`src/rtl/rmmq_pkg.sv`:
```
package rmmq_pkg;

  // Field widths of the item formats.
  localparam int unsigned VALUE_W     = 32;
  localparam int unsigned INDEX_W     = 10;
  localparam int unsigned RANGE_END_W = 11;
  localparam int unsigned USED_LEN_W  = 11;

  // Default store depth.
  localparam int unsigned DEF_MAX_ENTRIES = 1024;

  // Configuration port.
  localparam int unsigned CFG_INDEX_W = 8;
  localparam int unsigned CFG_DATA_W  = 32;
  localparam logic [CFG_INDEX_W-1:0] CFG_USED_LENGTH = CFG_INDEX_W'(0);
  localparam logic [CFG_INDEX_W-1:0] CFG_MAX_MODE    = CFG_INDEX_W'(1);

  localparam logic [USED_LEN_W-1:0] USED_LENGTH_RST = USED_LEN_W'(2);
  localparam logic                  MAX_MODE_RST    = 1'b0;

  // Command codes of an input item.
  localparam logic CMD_WRITE = 1'b0;
  localparam logic CMD_QUERY = 1'b1;

  typedef struct packed {
    logic                          command;
    logic [INDEX_W-1:0]            write_index;
    logic signed [VALUE_W-1:0]     write_value;
    logic [INDEX_W-1:0]            range_start;
    logic [RANGE_END_W-1:0]        range_end;
  } in_item_t;

  typedef struct packed {
    logic signed [VALUE_W-1:0] answer_value;
    logic                      range_error;
  } out_item_t;

  typedef enum logic [1:0] {
    ST_IDLE,
    ST_SCAN,
    ST_DRAIN,
    ST_RESULT
  } ctrl_state_e;

  // Commands from the controller to the datapath.
  typedef struct packed {
    logic wr_en;
    logic query_start;
    logic rd_en;
    logic load_out;
  } ctrl_cmd_t;

  // Status from the datapath to the controller.
  typedef struct packed {
    logic in_is_query;
    logic query_err;
    logic last_read;
    logic out_free;
  } ctrl_status_t;

endpackage

```
`src/rtl/rmmq_ctrl.sv`:
```
module rmmq_ctrl (
  input  logic                  clk_i,
  input  logic                  rst_ni,
  input  logic                  in_valid_i,
  output logic                  in_ready_o,
  input  rmmq_pkg::ctrl_status_t status_i,
  output rmmq_pkg::ctrl_cmd_t    cmd_o
);

  rmmq_pkg::ctrl_state_e state_q, state_d;

  always_ff @(posedge clk_i or negedge rst_ni) begin
    if (!rst_ni) begin
      state_q <= rmmq_pkg::ST_IDLE;
    end else begin
      state_q <= state_d;
    end
  end

  always_comb begin
    state_d    = state_q;
    cmd_o      = '0;
    in_ready_o = 1'b0;
    case (state_q)
      rmmq_pkg::ST_IDLE: begin
        in_ready_o = 1'b1;
        if (in_valid_i) begin
          if (status_i.in_is_query) begin
            cmd_o.query_start = 1'b1;
            state_d = status_i.query_err ? rmmq_pkg::ST_RESULT : rmmq_pkg::ST_SCAN;
          end else begin
            cmd_o.wr_en = 1'b1;
          end
        end
      end
      rmmq_pkg::ST_SCAN: begin
        cmd_o.rd_en = 1'b1;
        if (status_i.last_read) begin
          state_d = rmmq_pkg::ST_DRAIN;
        end
      end
      rmmq_pkg::ST_DRAIN: begin
        // The last read word is folded into the running extreme here.
        state_d = rmmq_pkg::ST_RESULT;
      end
      rmmq_pkg::ST_RESULT: begin
        if (status_i.out_free) begin
          cmd_o.load_out = 1'b1;
          state_d = rmmq_pkg::ST_IDLE;
        end
      end
      default: begin
        state_d = rmmq_pkg::ST_IDLE;
      end
    endcase
  end

endmodule

```
`config.mk`:
```
export PLATFORM = sky130hd
export DESIGN_NAME = rmmq_ctrl
export DESIGN_NICKNAME = d
export VERILOG_FILES = /design/src/rtl/rmmq_pkg.sv /design/src/rtl/rmmq_ctrl.sv
export SDC_FILE = /design/constraint.sdc
export NUM_CORES = 1
export LEC_CHECK = 0
export BUFFER_PORTS_ARGS = -buffer_cell sky130_fd_sc_hd__buf_2
export CAP_MARGIN = 30
export CORE_AREA = 2 2 39 41
export CTS_CLUSTER_DIAMETER = 150
export DETAILED_ROUTE_END_ITERATION = 12
export DIE_AREA = 0 0 41 43
export GPL_ROUTABILITY_DRIVEN = 0
export PLACE_DENSITY_LB_ADDON = 0.05
export SYNTH_ARGS = -nofsm -noshare
export SYNTH_HDL_FRONTEND = slang
export SYNTH_SLANG_ARGS = --single-unit
export TNS_END_PERCENT = 100
```
`constraint.sdc`:
```
create_clock -name clk_i -period 1.45 [get_ports clk_i]
set_clock_uncertainty 0.15 [all_clocks]
set_input_delay 0.145 -clock clk_i [delete_from_list [all_inputs] [get_ports clk_i]]
set_output_delay 0.145 -clock clk_i [all_outputs]
set_load 0.005 [all_outputs]
```
==> metrics.txt <==
first-pass GRT wire length 779 um; crit share post-route 1.076; NumNets Final 54; largest area contributor in the netlist ha_1; layout cell share with drive strength beyond 1 0.6750; Antenna diodes 0; via count of the routed design 211; final WL 498 um; post-synthesis cell area 231.5 sq um; CP Cell Sequence ha_2, nor2b_1, a2111oi_4, mux2i_1; Leakage Power about 0.21 nW; Worst Path Required 1.43 ns; post-synth top area share 0.2703; Largest Register state_q; kind of critical path reg2reg; post-route setup slack -0.1095 ns; slew margin rel. 0.7860; Final Total Pwr 0.7312 mW; ys flop type dfrtp_1; min Tclk post-route 1.560 ns; first-pass iteration count of the detailed router 2; clock buffer depth 2; design area 387.9 sq um; Via density 3.768; Port Buf Inserts 11; FFs w/ async S/R, synth 1.000; Data arrival, critical path 1.54 ns; First DRT Iteration DRCs 1; grt ovf 0; Area Overhead vs Synth 67.57%; top post-synthesis cells by count 5 x ha_1, 3 x mux2i_1, 2 x and3_1, 2 x dfrtp_1, 2 x inv_1; DR WL/cell 8.893 um; multiplexer share of the synthesized area 0.1297; crit path max fanout 3; Post-Syn Nets 33; pin count of the biggest net entering global routing 5; max FFs per register 2; Worst setup SP type flip-flop; die width 41 um; Clk Latency, worst-skew pair 0.22 ns; die area 1763 sq um; adder-cell share of the synthesized area 0.2703; Cell Area, Placed between 300 and 400 sq um; Synth Instances 21; worst hold slack approximately 0.093 ns; setup violators final 4; post-place setup slack -0.1530 ns; Core Region 1384 sq um; starting density of the core 0.1673; Die Y 43 um; antenna-violating nets left 0; HP Class in2async; crit path max-delay cell type dfrtp_2; final hold vios 0; post-synthesis sequential area ratio 0.2162; Max Clk Rate 641.2 MHz; Worst-path clk slew 0.03 ns; top cells by area, synth ha_1 27%, dfrtp_1 22%, mux2i_1 13%; synthesized flop and latch total 2; outcome finished, violations left; Residual DRC 0; Yosys warnings 0; initial antenna violation count 0; power density over the cells around 1900 nW/um^2; clk root buf clkbuf_4; # rows 14; Worst Setup End Kind flip-flop; post-synth cell types 12; CTS Buf Count 3; simple-gate area share of the yosys netlist 0.2162; Mean Syn Cell Area 11.02 sq um; EDFF count, synth 0; Ports 12; worst slew pin tran roughly 0.32 ns; Synth Area in Compound Gates 0.1189; RSZ-0062 raised after global routing yes; # Max-Cap Violations 0; vias in the first global route 201; Detailed Place HPWL 424.2 um; count leader, synth ha_1; failing checks setup timing; largest family of logic cells by synthesized area adder cells; CTS tree yes; Sink Count 2; post-synthesis xor/xnor area fraction 0; All-Layer GR Usage 0.07129; registers with the most flip-flops state_q x2; H-tree depth 1; VDD IR max around 0.00051 V; Max Slew Vio Count 0; max incr delay on CP 0.43 ns
-- routing by layer --
| layer | global-route usage | vias to the layer above | share of wire |
|---|---|---|---|
| li1 | - | 112 | - |
| met1 | 0.07074 | 91 | 0.36 |
| met2 | 0.1063 | 8 | 0.52 |
| met3 | 0.03141 | 0 | 0.12 |
| met4 | 0.06000 | 0 | 0 |
| met5 | 0 | - | 0 |
-- layout by cell type, fill, tap and decap left out, types with 2 or more instances in the layout --
master	instances
and3_1	2
buf_2	11
ha_2	2
ha_1	2
clkbuf_4	3
buf_4	4
inv_2	3
mux2i_1	3
-- worst max-delay path, delay by kind of cell, from the launching register on --
family                     cells  cell delay, ns
AOI/OAI and AO/OA              1            0.33
adders and majority gates      1            0.19
DFF                            1            0.43
muxes                          1            0.23
and+or+nand+nor                1            0.14
-- kinds of logic after synthesis --
kind of cell    Yosys count
mux                       3
simple gates              7
compound gates            1
fa+ha+maj                 5
buf+inv                   3
flops                     2
-- where the power goes --
part | total (mW) | switching [mW] | internal, mW
Clock | 0.119 | 0.0283 | 0.0910
Combinational | 0.483 | 0.207 | 0.276
Sequential | 0.129 | 0.0372 | 0.0918
Total | 0.731 | 0.273 | 0.459
-- per-stage QoR --
stage	instances	setup TNS, ns	util
after floorplan	21	-0.1115	-
after global placement	50	-0.2967	0.2360
after detailed placement	50	-0.3050	0.2360
after CTS	56	-0.4971	0.2803
after global routing	56	-0.7272	0.2803
final	56	-0.3912	0.2803
-- final cells by class --
class,instances,area (sq um)
clock buffer,3,22.52
inverter,3,11.26
multi-input combinational,16,187.7
timing repair buffer,16,95.09
fill,161,996.0
sequential,2,51.30
tap,16,20.02
-- final timing paths --
check | startpoint | cells past startpoint | end | slack, ns
setup / recovery | state_q[0] | 4 | state_q[0] | -0.11
hold / removal | rst_ni | 2 | state_q[0] | 0.09
setup reg to reg | state_q[0] | 4 | state_q[0] | -0.11
hold reg to reg | state_q[0] | 3 | state_q[0] | 0.57
max in group asynchronous | rst_ni | 2 | state_q[0] | 0.95
min in group clk_i | status_i[2] | 3 | state_q[1] | 0.10
-- what timing repair did --
action,4_1_cts,5_1_grt
hold buffers,1,0
hold endpoints to repair,2,0
buffers inserted,2,0
pin swaps,1,0
resized for setup,4,0
setup endpoints to repair,4,5
Power figures use the tool's default switching activity.
